==> src/rtl/core/siur_pkg.sv <==
// ----------------------------------------------------------------------------
// siur_pkg
// Shared types, codes and helpers of the segmented image update receiver.
// ----------------------------------------------------------------------------
package siur_pkg;

    // Default geometry of one image block
    localparam int DEF_BLOCK_WORDS        = 64;
    localparam int DEF_WORDS_PER_SEGMENT  = 6;
    localparam int DEF_SEGMENTS_PER_BLOCK = 11;

    // Program words carried by one segment item
    localparam int CARRIED_WORDS = 6;

    localparam logic [31:0] START_MAGIC = 32'h1671_1671;
    localparam logic [31:0] CRC_POLY    = 32'hEDB8_8320;
    localparam logic [31:0] CRC_INIT    = 32'hFFFF_FFFF;

    // Register reset values
    localparam logic [15:0] APP_BASE_RST      = 16'd0;
    localparam logic [15:0] MAX_BLOCKS_RST    = 16'd128;
    localparam logic [15:0] TIMEOUT_TICKS_RST = 16'd5000;

    // Configuration register indexes
    localparam logic [1:0] CFG_APP_BASE      = 2'd0;
    localparam logic [1:0] CFG_MAX_BLOCKS    = 2'd1;
    localparam logic [1:0] CFG_TIMEOUT_TICKS = 2'd2;

    typedef enum logic [1:0] {
        CMD_START    = 2'd0,
        CMD_SEGMENT  = 2'd1,
        CMD_TICK     = 2'd2,
        CMD_READBACK = 2'd3
    } cmd_t;

    typedef enum logic [2:0] {
        KIND_LATCH   = 3'd0,
        KIND_COMMIT  = 3'd1,
        KIND_ERASE   = 3'd2,
        KIND_REQUEST = 3'd3,
        KIND_VSTART  = 3'd4,
        KIND_SUCCESS = 3'd5,
        KIND_FAIL    = 3'd6
    } kind_t;

    typedef enum logic [1:0] {
        PH_IDLE   = 2'd0,
        PH_RECV   = 2'd1,
        PH_VERIFY = 2'd2
    } phase_t;

    typedef enum logic {
        FR_ACCEPT = 1'b0,
        FR_CRC    = 1'b1
    } fr_state_t;

    // One classified item: the ordered list of results it produces
    typedef struct packed {
        logic                               erase;
        logic [2:0]                         lat_n;
        logic [15:0]                        lat_addr;
        logic [CARRIED_WORDS-1:0][23:0]     words;
        logic                               commit;
        logic                               request;
        logic [15:0]                        blk;
        logic [15:0]                        miss;
        logic                               vstart;
        logic                               finish;
        logic                               pass;
        logic [31:0]                        crc;
    } job_t;

    // Reflected CRC-32, one byte
    function automatic logic [31:0] crc32_byte(input logic [31:0] crc, input logic [7:0] b);
        logic [31:0] c;
        c = crc ^ {24'd0, b};
        for (int k = 0; k < 8; k++) begin
            c = c[0] ? ((c >> 1) ^ CRC_POLY) : (c >> 1);
        end
        return c;
    endfunction

endpackage

==> src/rtl/core/siur_front.sv <==
// ----------------------------------------------------------------------------
// siur_front
// Accepts input transactions, keeps the session state and turns each item
// into a job for the result sequencer. Read-back words go through the CRC
// one byte per cycle; the last step of the final word waits for queue room.
// ----------------------------------------------------------------------------
module siur_front #(
    parameter int BLOCK_WORDS        = siur_pkg::DEF_BLOCK_WORDS,
    parameter int WORDS_PER_SEGMENT  = siur_pkg::DEF_WORDS_PER_SEGMENT,
    parameter int SEGMENTS_PER_BLOCK = siur_pkg::DEF_SEGMENTS_PER_BLOCK
) (
    input  logic                aclk,
    input  logic                aresetn,
    input  logic                cfg_wr_en,
    input  logic [1:0]          cfg_wr_index,
    input  logic [15:0]         cfg_wr_data,
    input  logic                s_tvalid,
    output logic                s_tready,
    input  logic [1:0]          s_tuser,
    input  logic [231:0]        s_tdata,
    input  logic                q_full,
    output logic                q_push,
    output siur_pkg::job_t      q_job
);
    import siur_pkg::*;

    localparam int NCARRY = (WORDS_PER_SEGMENT < CARRIED_WORDS) ?
                            WORDS_PER_SEGMENT : CARRIED_WORDS;
    localparam int VCNT_W = 16 + $clog2(BLOCK_WORDS);

    // Configuration
    logic [15:0] app_base_reg, max_blocks_reg, timeout_reg;

    // Session state
    fr_state_t                      state_reg, state_next;
    phase_t                         phase_reg, phase_next;
    logic [15:0]                    blocks_total_reg, blocks_total_next;
    logic [31:0]                    expected_reg, expected_next;
    logic [15:0]                    block_index_reg, block_index_next;
    logic [SEGMENTS_PER_BLOCK-1:0]  mask_reg, mask_next;
    logic [15:0]                    tick_reg, tick_next;
    logic [31:0]                    crc_reg, crc_next;
    logic [VCNT_W-1:0]              vcount_reg, vcount_next;
    logic [VCNT_W-1:0]              vtarget_reg, vtarget_next;
    logic [23:0]                    rb_word_reg, rb_word_next;
    logic [1:0]                     byte_reg, byte_next;
    logic                           final_reg, final_next;

    // Item fields
    cmd_t        cmd;
    logic [31:0] magic, image_crc;
    logic [15:0] block_count;
    logic [3:0]  segment, block_tag;
    logic [CARRIED_WORDS-1:0][23:0] words;

    logic                           fire, crc_adv;
    logic                           start_ok, seg_ok;
    logic [SEGMENTS_PER_BLOCK-1:0]  seg_dec, mask_set;
    logic [8:0]                     off, rem;
    logic [2:0]                     lat_n;
    logic [15:0]                    word_base, bi1, lim, tick_inc;
    logic [7:0]                     crc_byte_in;
    logic [31:0]                    crc_step;

    // Unpack the input transaction
    always_comb begin
        cmd         = cmd_t'(s_tuser);
        magic       = s_tdata[31:0];
        image_crc   = s_tdata[63:32];
        block_count = s_tdata[79:64];
        segment     = s_tdata[83:80];
        block_tag   = s_tdata[87:84];
        for (int i = 0; i < CARRIED_WORDS; i++) begin
            words[i] = s_tdata[88 + 24*i +: 24];
        end
    end

    // Classify start and segment items
    always_comb begin
        start_ok = (magic == START_MAGIC) && (block_count <= max_blocks_reg);
        seg_ok   = (phase_reg == PH_RECV)
                && (5'(segment) < 5'(SEGMENTS_PER_BLOCK))
                && (block_tag == block_index_reg[3:0]);
        for (int j = 0; j < SEGMENTS_PER_BLOCK; j++) begin
            seg_dec[j] = (segment == 4'(j));
        end
        mask_set  = mask_reg | seg_dec;
        off       = 9'(segment) * 9'(WORDS_PER_SEGMENT);
        rem       = 9'(BLOCK_WORDS) - off;
        if (off >= 9'(BLOCK_WORDS)) begin
            lat_n = 3'd0;
        end else if (rem < 9'(NCARRY)) begin
            lat_n = 3'(rem);
        end else begin
            lat_n = 3'(NCARRY);
        end
        word_base = 16'(block_index_reg * 16'(BLOCK_WORDS)) + 16'(off);
        bi1       = block_index_reg + 16'd1;
        lim       = (timeout_reg == 16'd0) ? 16'd1 : timeout_reg;
        tick_inc  = (tick_reg == 16'hFFFF) ? tick_reg : tick_reg + 16'd1;
    end

    // Pick the read-back byte and run one CRC step
    always_comb begin
        case (byte_reg)
            2'd0:    crc_byte_in = rb_word_reg[7:0];
            2'd1:    crc_byte_in = rb_word_reg[15:8];
            2'd2:    crc_byte_in = rb_word_reg[23:16];
            default: crc_byte_in = 8'd0;
        endcase
        crc_step = crc32_byte(crc_reg, crc_byte_in);
    end

    // Next state
    always_comb begin
        state_next = state_reg;
        unique case (state_reg)
            FR_ACCEPT: begin
                if (fire && (cmd == CMD_READBACK) && (phase_reg == PH_VERIFY)) begin
                    state_next = FR_CRC;
                end
            end
            FR_CRC: begin
                if (crc_adv && (byte_reg == 2'd3)) begin
                    state_next = FR_ACCEPT;
                end
            end
            default: state_next = FR_ACCEPT;
        endcase
    end

    // Handshake outputs
    always_comb begin
        s_tready = 1'b0;
        crc_adv  = 1'b0;
        unique case (state_reg)
            FR_ACCEPT: s_tready = !q_full;
            FR_CRC:    crc_adv  = (byte_reg != 2'd3) || !final_reg || !q_full;
            default:   s_tready = 1'b0;
        endcase
        fire = s_tvalid && s_tready;
    end

    // Session updates and job build
    always_comb begin
        phase_next        = phase_reg;
        blocks_total_next = blocks_total_reg;
        expected_next     = expected_reg;
        block_index_next  = block_index_reg;
        mask_next         = mask_reg;
        tick_next         = tick_reg;
        crc_next          = crc_reg;
        vcount_next       = vcount_reg;
        vtarget_next      = vtarget_reg;
        rb_word_next      = rb_word_reg;
        byte_next         = byte_reg;
        final_next        = final_reg;
        q_push            = 1'b0;
        q_job             = '0;

        if (fire) begin
            case (cmd)
                CMD_START: begin
                    if (start_ok) begin
                        blocks_total_next = block_count;
                        expected_next     = image_crc;
                        vtarget_next      = VCNT_W'(block_count) * VCNT_W'(BLOCK_WORDS);
                        block_index_next  = 16'd0;
                        mask_next         = '0;
                        tick_next         = 16'd0;
                        crc_next          = CRC_INIT;
                        vcount_next       = '0;
                        q_job.erase       = 1'b1;
                        q_push            = 1'b1;
                        if (block_count != 16'd0) begin
                            phase_next    = PH_RECV;
                            q_job.request = 1'b1;
                            q_job.blk     = 16'd0;
                            q_job.miss    = 16'hFFFF;
                        end else begin
                            // empty image: verify passes at once on a zero CRC
                            phase_next   = PH_IDLE;
                            q_job.vstart = 1'b1;
                            q_job.finish = 1'b1;
                            q_job.pass   = (image_crc == 32'd0);
                            q_job.crc    = 32'd0;
                        end
                    end
                end
                CMD_SEGMENT: begin
                    if (seg_ok) begin
                        q_job.lat_n    = lat_n;
                        q_job.lat_addr = app_base_reg + {word_base[14:0], 1'b0};
                        q_job.words    = words;
                        q_push         = (lat_n != 3'd0) || (&mask_set);
                        mask_next      = mask_set;
                        if (&mask_set) begin
                            q_job.commit     = 1'b1;
                            block_index_next = bi1;
                            mask_next        = '0;
                            tick_next        = 16'd0;
                            if (bi1 < blocks_total_reg) begin
                                q_job.request = 1'b1;
                                q_job.blk     = bi1;
                                q_job.miss    = 16'hFFFF;
                            end else begin
                                phase_next   = PH_VERIFY;
                                vcount_next  = '0;
                                crc_next     = CRC_INIT;
                                q_job.vstart = 1'b1;
                                if (blocks_total_reg == 16'd0) begin
                                    phase_next   = PH_IDLE;
                                    q_job.finish = 1'b1;
                                    q_job.pass   = (expected_reg == 32'd0);
                                    q_job.crc    = 32'd0;
                                end
                            end
                        end
                    end
                end
                CMD_TICK: begin
                    if (phase_reg == PH_RECV) begin
                        tick_next = tick_inc;
                        if (tick_inc >= lim) begin
                            tick_next     = 16'd0;
                            q_push        = 1'b1;
                            q_job.request = 1'b1;
                            q_job.blk     = block_index_reg;
                            q_job.miss    = ~(16'(mask_reg));
                        end
                    end
                end
                default: begin
                    if (phase_reg == PH_VERIFY) begin
                        rb_word_next = words[0];
                        byte_next    = 2'd0;
                        vcount_next  = vcount_reg + VCNT_W'(1);
                        final_next   = ((vcount_reg + VCNT_W'(1)) == vtarget_reg);
                    end
                end
            endcase
        end

        // Fold the latched read-back word into the CRC
        if (crc_adv) begin
            crc_next  = crc_step;
            byte_next = byte_reg + 2'd1;
            if ((byte_reg == 2'd3) && final_reg) begin
                phase_next   = PH_IDLE;
                q_push       = 1'b1;
                q_job.finish = 1'b1;
                q_job.crc    = ~crc_step;
                q_job.pass   = (~crc_step == expected_reg);
            end
        end
    end

    // Configuration registers
    always_ff @(posedge aclk) begin
        if (!aresetn) begin
            app_base_reg   <= APP_BASE_RST;
            max_blocks_reg <= MAX_BLOCKS_RST;
            timeout_reg    <= TIMEOUT_TICKS_RST;
        end else if (cfg_wr_en) begin
            unique case (cfg_wr_index)
                CFG_APP_BASE:      app_base_reg   <= cfg_wr_data;
                CFG_MAX_BLOCKS:    max_blocks_reg <= cfg_wr_data;
                CFG_TIMEOUT_TICKS: timeout_reg    <= cfg_wr_data;
                default:           app_base_reg   <= app_base_reg;
            endcase
        end
    end

    // Session registers
    always_ff @(posedge aclk) begin
        if (!aresetn) begin
            state_reg        <= FR_ACCEPT;
            phase_reg        <= PH_IDLE;
            blocks_total_reg <= 16'd0;
            expected_reg     <= 32'd0;
            block_index_reg  <= 16'd0;
            mask_reg         <= '0;
            tick_reg         <= 16'd0;
            crc_reg          <= CRC_INIT;
            vcount_reg       <= '0;
            vtarget_reg      <= '0;
            byte_reg         <= 2'd0;
            final_reg        <= 1'b0;
        end else begin
            state_reg        <= state_next;
            phase_reg        <= phase_next;
            blocks_total_reg <= blocks_total_next;
            expected_reg     <= expected_next;
            block_index_reg  <= block_index_next;
            mask_reg         <= mask_next;
            tick_reg         <= tick_next;
            crc_reg          <= crc_next;
            vcount_reg       <= vcount_next;
            vtarget_reg      <= vtarget_next;
            byte_reg         <= byte_next;
            final_reg        <= final_next;
        end
    end

    // Read-back word holder
    always_ff @(posedge aclk) begin
        rb_word_reg <= rb_word_next;
    end

endmodule

==> src/rtl/core/siur_queue.sv <==
// ----------------------------------------------------------------------------
// siur_queue
// Two-entry job queue between the classifier and the result sequencer.
// ----------------------------------------------------------------------------
module siur_queue (
    input  logic            aclk,
    input  logic            aresetn,
    input  logic            push,
    input  siur_pkg::job_t  push_job,
    output logic            full,
    input  logic            pop,
    output logic            pop_valid,
    output siur_pkg::job_t  pop_job
);
    import siur_pkg::*;

    job_t        entry_reg [2];
    logic        wr_ptr_reg, rd_ptr_reg;
    logic [1:0]  count_reg, count_next;
    logic        do_push, do_pop;

    always_comb begin
        full      = (count_reg == 2'd2);
        pop_valid = (count_reg != 2'd0);
        pop_job   = entry_reg[rd_ptr_reg];
        do_push   = push && !full;
        do_pop    = pop && pop_valid;
        count_next = count_reg + 2'(do_push) - 2'(do_pop);
    end

    // Store a pushed job
    always_ff @(posedge aclk) begin
        if (do_push) begin
            entry_reg[wr_ptr_reg] <= push_job;
        end
    end

    // Advance pointers and fill level
    always_ff @(posedge aclk) begin
        if (!aresetn) begin
            wr_ptr_reg <= 1'b0;
            rd_ptr_reg <= 1'b0;
            count_reg  <= 2'd0;
        end else begin
            if (do_push) begin
                wr_ptr_reg <= !wr_ptr_reg;
            end
            if (do_pop) begin
                rd_ptr_reg <= !rd_ptr_reg;
            end
            count_reg <= count_next;
        end
    end

endmodule

==> src/rtl/core/siur_back.sv <==
// ----------------------------------------------------------------------------
// siur_back
// Result sequencer: presents the results of one job in order, one transaction
// per cycle while m_tready is high, loading the next job as the last is taken.
// ----------------------------------------------------------------------------
module siur_back (
    input  logic            aclk,
    input  logic            aresetn,
    input  logic            q_valid,
    input  siur_pkg::job_t  q_job,
    output logic            q_pop,
    output logic            m_tvalid,
    input  logic            m_tready,
    output logic [2:0]      m_tuser,    // kind
    output logic [103:0]    m_tdata,    // address, data, block_number, missing_mask, crc
    output logic            m_tlast
);
    import siur_pkg::*;

    logic        busy_reg;
    logic        erase_reg, commit_reg, req_reg, vstart_reg, finish_reg, pass_reg;
    logic [2:0]  lat_left_reg, lat_idx_reg;
    logic [15:0] addr_reg, blk_reg, miss_reg;
    logic [31:0] crc_reg;
    logic [CARRIED_WORDS-1:0][23:0] words_reg;

    kind_t       kind;
    logic [15:0] o_addr, o_blk, o_miss;
    logic [23:0] o_data;
    logic [31:0] o_crc;
    logic        rest, fire, load;

    // Select the current result and whether more follow
    always_comb begin
        kind   = KIND_LATCH;
        o_addr = 16'd0;
        o_data = 24'd0;
        o_blk  = 16'd0;
        o_miss = 16'd0;
        o_crc  = 32'd0;
        rest   = 1'b0;
        if (erase_reg) begin
            kind = KIND_ERASE;
            rest = (lat_left_reg != 3'd0) || commit_reg || req_reg || vstart_reg || finish_reg;
        end else if (lat_left_reg != 3'd0) begin
            kind   = KIND_LATCH;
            o_addr = addr_reg;
            o_data = words_reg[lat_idx_reg];
            rest   = (lat_left_reg != 3'd1) || commit_reg || req_reg || vstart_reg
                  || finish_reg;
        end else if (commit_reg) begin
            kind = KIND_COMMIT;
            rest = req_reg || vstart_reg || finish_reg;
        end else if (req_reg) begin
            kind   = KIND_REQUEST;
            o_blk  = blk_reg;
            o_miss = miss_reg;
            rest   = vstart_reg || finish_reg;
        end else if (vstart_reg) begin
            kind = KIND_VSTART;
            rest = finish_reg;
        end else begin
            kind  = pass_reg ? KIND_SUCCESS : KIND_FAIL;
            o_crc = crc_reg;
        end

        m_tvalid = busy_reg;
        m_tuser  = kind;
        m_tdata  = {o_crc, o_miss, o_blk, o_data, o_addr};
        m_tlast  = !rest;
        fire     = busy_reg && m_tready;
        load     = q_valid && (!busy_reg || (fire && !rest));
        q_pop    = load;
    end

    // Load a job or retire the result just taken
    always_ff @(posedge aclk) begin
        if (!aresetn) begin
            busy_reg <= 1'b0;
        end else if (load) begin
            busy_reg <= 1'b1;
        end else if (fire && !rest) begin
            busy_reg <= 1'b0;
        end
    end

    always_ff @(posedge aclk) begin
        if (load) begin
            erase_reg    <= q_job.erase;
            lat_left_reg <= q_job.lat_n;
            lat_idx_reg  <= 3'd0;
            addr_reg     <= q_job.lat_addr;
            words_reg    <= q_job.words;
            commit_reg   <= q_job.commit;
            req_reg      <= q_job.request;
            blk_reg      <= q_job.blk;
            miss_reg     <= q_job.miss;
            vstart_reg   <= q_job.vstart;
            finish_reg   <= q_job.finish;
            pass_reg     <= q_job.pass;
            crc_reg      <= q_job.crc;
        end else if (fire) begin
            if (erase_reg) begin
                erase_reg <= 1'b0;
            end else if (lat_left_reg != 3'd0) begin
                lat_left_reg <= lat_left_reg - 3'd1;
                lat_idx_reg  <= lat_idx_reg + 3'd1;
                addr_reg     <= addr_reg + 16'd2;
            end else if (commit_reg) begin
                commit_reg <= 1'b0;
            end else if (req_reg) begin
                req_reg <= 1'b0;
            end else if (vstart_reg) begin
                vstart_reg <= 1'b0;
            end else begin
                finish_reg <= 1'b0;
            end
        end
    end

endmodule

==> src/rtl/core/segmented_image_update_receiver_core.sv <==
// ----------------------------------------------------------------------------
// segmented_image_update_receiver_core
// Firmware image receiver: start, segment, tick and read-back commands in,
// erase / latch / commit / request / verify results out.
// ----------------------------------------------------------------------------
// Usage:
//   The s_ channel takes one command per transaction (tuser = command). The
//   m_ channel returns the results of each command in order, tuser = kind,
//   tlast on the final result of a command; commands that cause nothing
//   return nothing. Registers are to be written through cfg_wr_* only while
//   idle; the block itself does not enforce this. A command's first result
//   passes the job queue and sequencer registers; a read-back word is
//   folded into the byte-wide CRC unit byte by byte, during which s_tready
//   is low. Throughput: one command per cycle while the two-entry job queue
//   has room and the CRC unit is free, one result per cycle on the m_ side
//   while m_tready is high; a segment that completes a block gives up to
//   eight results. When the receiver stalls, the queue fills and s_tready
//   drops; pending results are held. Reset clears the session to idle and
//   restores the register defaults; no clearing pass is needed.
// ----------------------------------------------------------------------------
module segmented_image_update_receiver_core #(
    parameter int BLOCK_WORDS        = siur_pkg::DEF_BLOCK_WORDS,
    parameter int WORDS_PER_SEGMENT  = siur_pkg::DEF_WORDS_PER_SEGMENT,
    parameter int SEGMENTS_PER_BLOCK = siur_pkg::DEF_SEGMENTS_PER_BLOCK
) (
    input  logic            aclk,
    input  logic            aresetn,
    input  logic            cfg_wr_en,
    input  logic [1:0]      cfg_wr_index,
    input  logic [15:0]     cfg_wr_data,
    input  logic            s_tvalid,
    output logic            s_tready,
    input  logic [1:0]      s_tuser,    // command
    input  logic [231:0]    s_tdata,    // magic, image_crc, block_count, segment,
                                        // block_tag, word0 .. word5
    output logic            m_tvalid,
    input  logic            m_tready,
    output logic [2:0]      m_tuser,    // kind
    output logic [103:0]    m_tdata,    // address, data, block_number, missing_mask, crc
    output logic            m_tlast
);
    import siur_pkg::*;

    job_t push_job, pop_job;
    logic q_push, q_full, q_pop, q_valid;

    siur_front #(
        .BLOCK_WORDS        (BLOCK_WORDS),
        .WORDS_PER_SEGMENT  (WORDS_PER_SEGMENT),
        .SEGMENTS_PER_BLOCK (SEGMENTS_PER_BLOCK)
    ) u_front (
        .aclk         (aclk),
        .aresetn      (aresetn),
        .cfg_wr_en    (cfg_wr_en),
        .cfg_wr_index (cfg_wr_index),
        .cfg_wr_data  (cfg_wr_data),
        .s_tvalid     (s_tvalid),
        .s_tready     (s_tready),
        .s_tuser      (s_tuser),
        .s_tdata      (s_tdata),
        .q_full       (q_full),
        .q_push       (q_push),
        .q_job        (push_job)
    );

    siur_queue u_queue (
        .aclk      (aclk),
        .aresetn   (aresetn),
        .push      (q_push),
        .push_job  (push_job),
        .full      (q_full),
        .pop       (q_pop),
        .pop_valid (q_valid),
        .pop_job   (pop_job)
    );

    siur_back u_back (
        .aclk     (aclk),
        .aresetn  (aresetn),
        .q_valid  (q_valid),
        .q_job    (pop_job),
        .q_pop    (q_pop),
        .m_tvalid (m_tvalid),
        .m_tready (m_tready),
        .m_tuser  (m_tuser),
        .m_tdata  (m_tdata),
        .m_tlast  (m_tlast)
    );

endmodule
==> config.mk <==
export PLATFORM = sky130hd
export DESIGN_NAME = segmented_image_update_receiver_core
export DESIGN_NICKNAME = d
export VERILOG_FILES = /design/src/rtl/core/siur_pkg.sv /design/src/rtl/core/siur_front.sv /design/src/rtl/core/siur_queue.sv /design/src/rtl/core/siur_back.sv /design/src/rtl/core/segmented_image_update_receiver_core.sv
export SDC_FILE = /design/constraint.sdc
export NUM_CORES = 1
export LEC_CHECK = 0
export ABC_AREA = 1
export BUFFER_PORTS_ARGS = -buffer_cell sky130_fd_sc_hd__buf_4
export CAP_MARGIN = 30
export CORE_AREA = 2 2 280 282
export DETAILED_ROUTE_END_ITERATION = 8
export DIE_AREA = 0 0 282 284
export GPL_TIMING_DRIVEN = 0
export MAX_ROUTING_LAYER = met4
export PLACE_DENSITY = 0.7
export SLEW_MARGIN = 5
export SYNTH_ARGS = -nofsm -noshare
export SYNTH_HDL_FRONTEND = slang
export SYNTH_SLANG_ARGS = --single-unit
==> constraint.sdc <==
create_clock -name aclk -period 17.7 [get_ports aclk]
set_clock_uncertainty 0.05 [all_clocks]
set_input_delay 2.655 -clock aclk [delete_from_list [all_inputs] [get_ports aclk]]
set_output_delay 2.655 -clock aclk [all_outputs]
set_load 0.02 [all_outputs]
; Word-level counts from Yosys, hierarchy flattened
; Memory sizes are Yosys's and may differ from the RTL's. A register that Yosys moved wholly into a read port is not among the register bits.
; Index checks and enable logic that the tools add are counted.
; Widths: inputs -> output; s select.
[word_totals]
ff_bits = 464
ramBits = 466
in_bits = 257
output_inout_bits = 110
word_cells = 339
mem_count = 1
[mem_list]
columns = memory, depth, width, read_ports, rd_ports_with_merged_regs, write_ports, line
row1 = u_queue.entry_reg, 2, 233, 1, 1, 1, siur_queue.sv:17  ; job_t entry_reg [2];
[classes]
n_addsub = 12
n_mul = 1
order_cmp = 7
n_eq_ne = 42
muxes = 150
bitwise = 16
reduce_logical = 73
[op_table]
columns = operator, n
row1 = $mux 32, 19
row2 = $mux 16, 23
row3 = $mux 233, 1
row4 = $mux 232, 1
row5 = $mux 164, 1
row6 = $mux 33, 4
row7 = $not 13->14, 8
row8 = $mux 22, 5
row9 = $mux 34, 3
row10 = $pmux 33 s3, 1
row11 = $bmux 24 s3, 1
row12 = $mux 24, 3
row13 = $mux 35, 2
row14 = $pmux 35 s2, 1
row15 = $mux 69, 1
row16 = $mux 68, 1
row17 = $pmux 22 s3, 1
row18 = $logic_not 32->1, 2
row19 = $pmux 32 s2, 1
row20 = $pmux 16 s3, 1
row21 = $mux 1, 47
row22 = $mux 11, 3
row23 = $mux 3, 11
row24 = $add 16x1->16 const B, 2
row25 = other kinds (62), 158

; Longest topological paths before layout
; Gate-level depths: netlist of run 1.
[logic_depth]
depth_word = 23
ltp_mapped = 27
depth_no_buf = 27

; Cells and area by module
; Synthesis of run 1 repeated with hierarchy kept, for this count alone.
[hier_totals]
hier_cells = 4192
area_unflattened_um2 = 44043.5
[modules_own_cells]
columns = module, n_inst, cells_per_inst, area_each_um2, seq_area_each_um2
row1 = siur_queue, 1, 763, 17758.3, 14093.5
row2 = siur_front, 1, 2667, 16477.1, 4704.5
row3 = siur_back, 1, 762, 9808.2, 7076.8

; Least setup slack after synthesis of run 1
; Ideal clock, no wire load.
[synth_timing]
path_kind = input to register
from = in s_tdata[80]
to = mem u_queue.entry_reg[1][0] (netlist name), enable pin
setup_ns = 0.893
arrival_time_ns = 15.378
required_ns = 16.757
path_slack_ns = 1.380
path_stages = 12
path_buffers = 0
cell_sequence = ha_1 -> inv_1 -> fa_1 -> nand2_1 -> or2_1 -> o31ai_1 -> o21ai_0 -> nand3_1 -> nand2_1 -> nand3_1 -> nand2_1 -> a21oi_1
[synth_via]
elab_chain_len = 15
elab_cells_between_ends = 32
cone_classes = add/sub (1) / mul (1) / order compare (3) / eq/ne (10) / mux (9) / bitwise (1) / reduce/logical (7)
[synth_lines]
columns = element, line
row1 = from (decl), segmented_image_update_receiver_core.sv:34  ; input logic [231:0] s_tdata,
row2 = $mul 4x2->6, siur_front.sv:88  ; off = 9'(segment) * 9'(WORDS_PER_SEGMENT);
row3 = $sub 7x7->8, siur_front.sv:89  ; rem = 9'(BLOCK_WORDS) - off;
row4 = $lt 9x3->1, siur_front.sv:92  ; end else if (rem < 9'(NCARRY)) begin
row5 = $mux 3, siur_front.sv:92
row6 = $mux 3, siur_front.sv:90  ; if (off >= 9'(BLOCK_WORDS)) begin
row7 = $reduce_bool 3->1, siur_front.sv:195  ; q_push = (lat_n != 3'd0) || (&mask_set);
row8 = $logic_or 1x1->1, siur_front.sv:195
row9 = $mux 1 (*), siur_front.sv:191  ; if (seg_ok) begin
row10 = $pmux 1 s3 (*), siur_front.sv:162  ; case (cmd)
row11 = $mux 1 (*), siur_front.sv:161  ; if (fire) begin
row12 = $mux 1, siur_front.sv:248  ; if ((byte_reg == 2'd3) && final_reg) begin
row13 = $mux 1 (*), siur_front.sv:245  ; if (crc_adv) begin
row14 = $logic_and 1x1->1 (*), siur_queue.sv:26  ; do_push = push && !full;
row15 = $mux 1 (*), siur_queue.sv:33  ; if (do_push) begin
row16 = $mux 1 (not written as such) (*), siur_queue.sv:34  ; entry_reg[wr_ptr_reg] <= push_job;
row17 = to (decl), siur_queue.sv:17
; Mark *: on every way between the ends. The rest lies on a longest branch, timed or not.

; Final worst setup path of run 1
[layout_timing]
from = in s_tdata[80]
to = mem u_queue.entry_reg[0][150] (netlist name), enable pin
; The elaborated chain is that of the path after synthesis.

==> results.sh, run 1 <==
export IMPL_synth_top_area_cell="edfxtp_1"
export IMPL_post_cts_buffers=0
export IMPL_numPortBuffers=366
export IMPL_drv_slew=0
export IMPL_worstPathArrival_ns=6.60
export IMPL_fp_dieW_um=282
export IMPL_core_area_mm2=0.07696
export IMPL_cts_resized=0
export IMPL_setup_viol=0
export IMPL_p_sw_mw=2.153
export IMPL_ant_nets=0
export IMPL_seq_area_frac_synth=0.6039
export IMPL_rsz0062_at_grt="false"
export IMPL_hold_path_class="register to register"
export IMPL_syn_inst=4528
export IMPL_gp_congestion=0.9856
export IMPL_async_flop_share=0
export IMPL_insertion_delay_ns=0.64
export IMPL_hpwl_mm=89.16
export IMPL_num_vias=32775
export IMPL_pwr_share_clk=0.308
export IMPL_syn_num_nets=4875
export IMPL_areaGrowthSynthToFinish_pct=18.52
export IMPL_cts_root_buf="clkbuf_16"
export IMPL_p_int_mw=4.387
export IMPL_cts_tree="yes"
export IMPL_critical_path_class="input port to register"
export IMPL_grt_ovfl_total=0
export IMPL_period_minus_slack_ns=6.313
export IMPL_cts_clk_slew_worst_paths_ns=0.06
export IMPL_syn_area_mm2=0.04205
export IMPL_cap_viol_max_count=0
export IMPL_synth_most_common_cell="nand2_1"
export IMPL_largest_reg_flops=454
export IMPL_powerDensity_mw_per_mm2=131.2
export IMPL_min_period_over_period=0.3566
export IMPL_grt_pass1_wl_mm=176.8
export IMPL_die_y_um=284
export IMPL_p_seq_frac=0.429
export IMPL_status="finished clean"
export IMPL_grt_util_all_layers=0.3002
export IMPL_drt_iter0_markers=3019
export IMPL_yosys_top_cells_count="nand2_1 (1302), edfxtp_1 (707), nor2_1 (610)"
export IMPL_switching_share=0.3293
export IMPL_clkSinkCount=915
export IMPL_grt_max_degree=40
export IMPL_antenna_found_initial=0
export IMPL_ios=367
export IMPL_viasPerCell=5.337
export IMPL_worst_hold_slack_ns=0.4162
export IMPL_worst_slew_pin_slew_ns=0.9970
export IMPL_slew_headroom=0.3333
export IMPL_ys_ff_latch=915
export IMPL_required_ns=17.98
export IMPL_cp_start_kind="input port"
export IMPL_cts_buffer_depth=3
export IMPL_cts_hold_fix_buffers=0
export IMPL_max_freq_ghz=0.1584
export IMPL_wirelength_mm=118.1
export IMPL_first_pass_iters=5
export IMPL_wl_per_cell_um=19.23
export IMPL_ys_warn_count=0
export IMPL_layout_drive_gt1_share=0.1273
export IMPL_die_area_mm2=0.08009
export IMPL_drcViolationCount=0
export IMPL_std_cell_rows=102
export IMPL_hold_viol_final=0
export IMPL_power_mw=6.540
export IMPL_avgSynthCellArea_um2=9.286
export IMPL_p_leak_nw=21.02
export IMPL_combPwrFrac=0.264
export IMPL_yosysUniqueCellTypes=55
export IMPL_h_tree_depth=3
export IMPL_end_kind="register"
export IMPL_synth_edff_count=707
export IMPL_critPathMaxFanout=28
export IMPL_nNetsFinal=5368
export IMPL_ir_worst_vdd_v=0.00007810
export IMPL_synthDominantCellAreaShare=0.5049
export IMPL_synth_flop_cell="edfxtp_1"
export IMPL_grt_pass1_vias=30932
export IMPL_cts_buffers=94
export IMPL_setup_ws_ns=11.39
export IMPL_dpl_worst_slack_ns=10.72
export IMPL_synth_area_top_cells="edfxtp_1 (50%), nand2_1 (12%), dfxtp_1 (9.9%)"
export IMPL_initial_core_util=0.5464
==> final timing paths <==
path / slack, ns / end / cells past startpoint / start
hold / removal: 0.42 / u_front.max_blocks_reg[6]$_SDFFE_PN0P_ / 2 / u_front.max_blocks_reg[6]$_SDFFE_PN0P_
hold reg to reg: 0.42 / u_front.max_blocks_reg[6]$_SDFFE_PN0P_ / 2 / u_front.max_blocks_reg[6]$_SDFFE_PN0P_
setup reg to reg: 12.47 / u_queue.entry_reg[0][150]$_DFFE_PP_ / 26 / u_front.tick_reg[0]$_SDFFE_PN0P_
setup / recovery: 11.39 / u_queue.entry_reg[0][150]$_DFFE_PP_ / 16 / s_tdata[80]
==> layout make-up <==
type | count | area [um2]
fill | 6273 | 27120
clock buffer | 114 | 2490
buffer | 188 | 798.3
sequential | 915 | 25390
antenna | 1 | 2.502
tap | 1040 | 1301
timing repair buffer | 397 | 3331
multi-input combinational | 2935 | 14040
clock inverter | 61 | 639.4
inverter | 490 | 1841
==> critical path, stage by stage <==
cell,delay [ns]
buf_4,0.15
ha_1,0.23
inv_1,0.10
fa_1,0.55
nand2_1,0.08
or2_1,0.24
o31ai_1,0.27
o21ai_0,0.26
nand3_1,0.20
nand2_1,0.07
nand3_1,0.16
a21oi_1,0.15
nor2_4,0.69
buf_12,0.28
buf_12,0.23
buf_12,0.22
==> layout by cell type (no fill, tap or decap), types with 10 or more instances in the layout <==
master     Yosys  final
a211oi_1      52     52
a21oi_1      190    189
a2bb2oi_1     22     22
a31oi_1       16     16
buf_1         13     12
buf_12         0     21
buf_2         33     37
buf_4          9    375
bufinv_16      0     12
clkbuf_1     131    146
clkbuf_16      0     96
clkinv_1       1     17
clkinv_2       1     21
dfxtp_1      208    208
edfxtp_1     707    707
ha_1          88     88
inv_1        470    470
inv_2         18     18
nand2_1     1302   1302
nand2_2       10     10
nand3_1      153    153
nand4_1       31     31
nor2_1       610    609
nor3_1        33     33
nor4_1        22     22
o211ai_1      12     12
o21ai_0      144    143
o21ai_1       51     51
o32ai_1       26     26
or2_2         12     12
xor2_1        78     78
==> cell families (layout without fill, tap and decap cells) <==
| group | Yosys count | in the layout | synth area share |
|---|---|---|---|
| AO/OA/AOI/OAI | 542 | 542 | 0.07531 |
| XOR/XNOR | 86 | 86 | 0.01791 |
| adder cells (fa/ha/maj) | 90 | 90 | 0.02714 |
| buffers and inverters | 678 | 1250 | 0.06270 |
| flip-flops | 915 | 915 | 0.6039 |
| multiplexers | 2 | 2 | 0.0005059 |
| other | 0 | 1 | 0 |
| AND/OR/NAND/NOR | 2215 | 2215 | 0.2125 |
==> per-stage QoR <==
stage / instance area [um2] / util / setup TNS (ns) / cells
floorplan: 42050 / - / 0 / 4528
global placement: 46100 / 0.5990 / -2041.29 / 5934
detailed placement: 46690 / 0.6067 / 0 / 5963
CTS: 49820 / 0.6474 / 0 / 6138
global route: 49830 / 0.6476 / 0 / 6140
finish: 49840 / 0.6476 / 0 / 6141
==> routing by layer <==
layer	GRT usage	up-vias	routed length, um
li1	-	15926	-
met1	0.3887	15355	48580
met2	0.4915	1282	57130
met3	0.03293	212	8476
met4	0.1052	0	3924
met5	-	-	0
==> power by group through the flow <==
stage / clock, mW / combinational, mW / sequential [mW]
6_report: 2.01 / 1.72 / 2.80
2_1_floorplan: 0 / 0.972 / 2.87
5_1_grt: 2.12 / 1.88 / 2.82
3_5_place_dp: 0 / 1.71 / 2.84
4_1_cts: 2.03 / 1.72 / 2.80
3_3_place_gp: 0 / 1.62 / 2.95
Power figures use the tool's default switching activity.
==> run 2, diff against run 1 <==
--- a/config.mk
+++ b/config.mk
@@ -8,12 +8,12 @@
 export ABC_AREA = 1
 export BUFFER_PORTS_ARGS = -buffer_cell sky130_fd_sc_hd__buf_4
 export CAP_MARGIN = 30
-export CORE_AREA = 2 2 280 282
+export CORE_AREA = 2 2 283 285
 export DETAILED_ROUTE_END_ITERATION = 8
-export DIE_AREA = 0 0 282 284
+export DIE_AREA = 0 0 285 287
 export GPL_TIMING_DRIVEN = 0
 export MAX_ROUTING_LAYER = met4
-export PLACE_DENSITY = 0.7
+export PLACE_DENSITY = 0.72
 export SLEW_MARGIN = 5
 export SYNTH_ARGS = -nofsm -noshare
 export SYNTH_HDL_FRONTEND = slang
==> constraint.sdc (replaced) <==
create_clock -name aclk -period 5.25 [get_ports aclk]
set_clock_uncertainty 0.05 [all_clocks]
set_input_delay 0.7875 -clock aclk [delete_from_list [all_inputs] [get_ports aclk]]
set_output_delay 0.7875 -clock aclk [all_outputs]
set_load 0.02 [all_outputs]
==> run 2 against run 1 <==
Against the previous run:
- first-iteration DRC count is 0.20% lower
- total power increased to 3.3 times the previous value
- combinational power increased to 3.3 times the previous value
- die area rose by 2.1%
- design area shrank 0.17%
- largest cell class unchanged
==> results.sh, run 2 (synthesis gave the netlist of run 1 again) <==
export IMPL_status="finished clean"
export IMPL_std_cell_rows=103
export IMPL_hold_viol_final=0
export IMPL_hpwl_mm=89.36
export IMPL_drv_slew=0
export IMPL_rrSetupSlack_ns=0.44
export IMPL_cp_start_kind="register"
export IMPL_top_usage_layer="met2"
export IMPL_ir_worst_vdd_v=0.0004039
export IMPL_viasPerCell=5.366
export IMPL_h_tree_depth=3
export IMPL_min_period_over_period=0.9155
export IMPL_dp_cells=5968
export IMPL_core_area_mm2=0.07861
export IMPL_die_y_um=287
export IMPL_p_leak_nw=20.97
export IMPL_hold_path_endpoint="u_front.rb_word_reg[14]$_DFFE_PP_"
export IMPL_min_from="s_tdata[102]"
export IMPL_final_area_mm2=0.04975
export IMPL_critPathMaxFanout=28
export IMPL_fp_dieW_um=285
export IMPL_num_vias=33000
export IMPL_areaGrowthSynthToFinish_pct=18.32
export IMPL_grt_pass1_wl_mm=179.1
export IMPL_wl_per_cell_um=19.37
export IMPL_rsz0062_at_grt="false"
export IMPL_cap_viol_max_count=0
export IMPL_drt_iter0_markers=3013
export IMPL_die_area_mm2=0.08180
export IMPL_grt_use_met1=0.3787
export IMPL_reg2regPathDepth=24
export IMPL_use_met3=0.03802
export IMPL_required_ns=5.52
export IMPL_hold_path_class="input port to register"
export IMPL_numPortBuffers=366
export IMPL_worstPathArrival_ns=5.08
export IMPL_rr_endpoint="u_queue.entry_reg[0][196]$_DFFE_PP_"
export IMPL_critical_path_cell_chain="ha_4, inv_2, nor3_4, nand2_1, nor3_2, nand3_1, nor2_2, inv_1, nand2_1, xor2_1, inv_1, ha_1, nand2_1, nor3_2, nand3_1, nand3_1, nand2_1, nand3_2, a21oi_1, nor2_4, buf_16, buf_12, buf_16, buf_12"
export IMPL_first_pass_iters=6
export IMPL_cts_clk_slew_worst_paths_ns=0.06
export IMPL_critPathSlowestCell="dfxtp_2"
export IMPL_final_common_cell="nand2_1"
export IMPL_path_buf_inv=7
export IMPL_min_path_cells=1
export IMPL_nNetsFinal=5366
export IMPL_setup_viol=0
export IMPL_end_kind="register"
export IMPL_drcViolationCount=0
export IMPL_gp_congestion=0.9544
export IMPL_r2r_start="u_front.tick_reg[0]$_SDFFE_PN0P_"
export IMPL_power_mw=21.70
export IMPL_period_minus_slack_ns=4.806
export IMPL_ios=367
export IMPL_dpl_instance_area_mm2=0.04669
export IMPL_fin_util=0.6329
export IMPL_layout_drive_gt1_share=0.1279
export IMPL_fin_cells=6150
export IMPL_antenna_found_initial=2
export IMPL_grt_ovfl_total=0
export IMPL_crit_path_frequent_cell="nand2_1"
export IMPL_cts_buffer_depth=3
export IMPL_slew_headroom=0.3218
export IMPL_cts_buffers=95
export IMPL_crit_family="simple AND/OR/NAND/NOR gates"
export IMPL_cts_root_buf="clkbuf_16"
export IMPL_use_met2=0.4882
export IMPL_ant_nets=0
export IMPL_worst_slew_pin_slew_ns=1.014
export IMPL_grt_pass1_vias=31029
export IMPL_max_freq_ghz=0.2081
export IMPL_wirelength_mm=119.1
export IMPL_critical_path_class="register to register"
export IMPL_initial_core_util=0.5349
export IMPL_max_stage_delay_ns=0.38
export IMPL_cts_tree="yes"
export IMPL_layout_common_cells="nand2_1 (1301), edfxtp_1 (707), nor2_1 (608)"
export IMPL_cts_hold_fix_buffers=0
export IMPL_dpl_worst_slack_ns=0.1531
export IMPL_cts_resized=0
export IMPL_largest_reg_flops=454
export IMPL_clkSinkCount=915
export IMPL_setup_ws_ns=0.4435
export IMPL_grt_max_degree=110
export IMPL_grt_util_all_layers=0.2955
export IMPL_powerDensity_mw_per_mm2=436.1
export IMPL_insertion_delay_ns=0.65
run 2: layer usage:
metal	vias to the layer above	share of wire
met3	209	0.075
met2	1326	0.49
met1	15535	0.40
met5	-	0
met4	0	0.032
li1	15930	-
run 2: how the worst max path moves through the flow:
stage                                           startpoint                                  end  slack (ns)  depth (start not counted)
after floorplan           u_front.tick_reg[0]$_SDFFE_PN0P_    u_queue.entry_reg[1][0]$_DFFE_PP_       -1.65                         23
final                     u_front.tick_reg[0]$_SDFFE_PN0P_  u_queue.entry_reg[0][196]$_DFFE_PP_        0.44                         24
after CTS                 u_front.tick_reg[0]$_SDFFE_PN0P_  u_queue.entry_reg[0][104]$_DFFE_PP_        0.13                         24
after global routing      u_front.tick_reg[0]$_SDFFE_PN0P_  u_queue.entry_reg[0][196]$_DFFE_PP_        0.12                         27
after detailed placement  u_front.tick_reg[0]$_SDFFE_PN0P_  u_queue.entry_reg[0][104]$_DFFE_PP_        0.15                         24
after global placement    u_front.tick_reg[0]$_SDFFE_PN0P_  u_queue.entry_reg[1][199]$_DFFE_PP_       -4.40                         20
run 2: report_power, final:
group	internal, mW	switching (mW)	total (mW)
Combinational	1.61	4.09	5.70
Clock	3.71	2.84	6.56
Sequential	9.10	0.338	9.44
run 2: area by class of cell:
type	count	area (um2)
Clock buffer	118	2515
Sequential cell	915	25400
Multi-Input combinational cell	2935	14070
Tap cell	1050	1314
Fill cell	6435	28860
Timing Repair Buffer	394	3299
Clock inverter	58	504.2
Buffer	188	808.3
Inverter	490	1841
Antenna cell	2	5.005
run 2: worst reg2reg max path: cells and delay by family (launching register included):
family	cells	cell delay [ns]
buffers and inverters	7	1.14
AOI/OAI and AO/OA	1	0.14
xor gates and xnor gates	1	0.14
adders and majority gates	2	0.42
and+or+nand+nor	13	2.21
DFF	1	0.38
run 2: timing repair:
item	CTS	global route
setup buffers	0	3
endpoints found under the setup margin	0	109
hold endpoints to repair	0	0
run 2: metrics by stage:
step	TNS (ns)	hold WS [ns]
after CTS	0	0.2442
after detailed placement	0	0.3973
after global placement	-1872.93	0.3850
after global routing	0	0.2610
after floorplan	-670.26	0.3757
final	0	0.2785
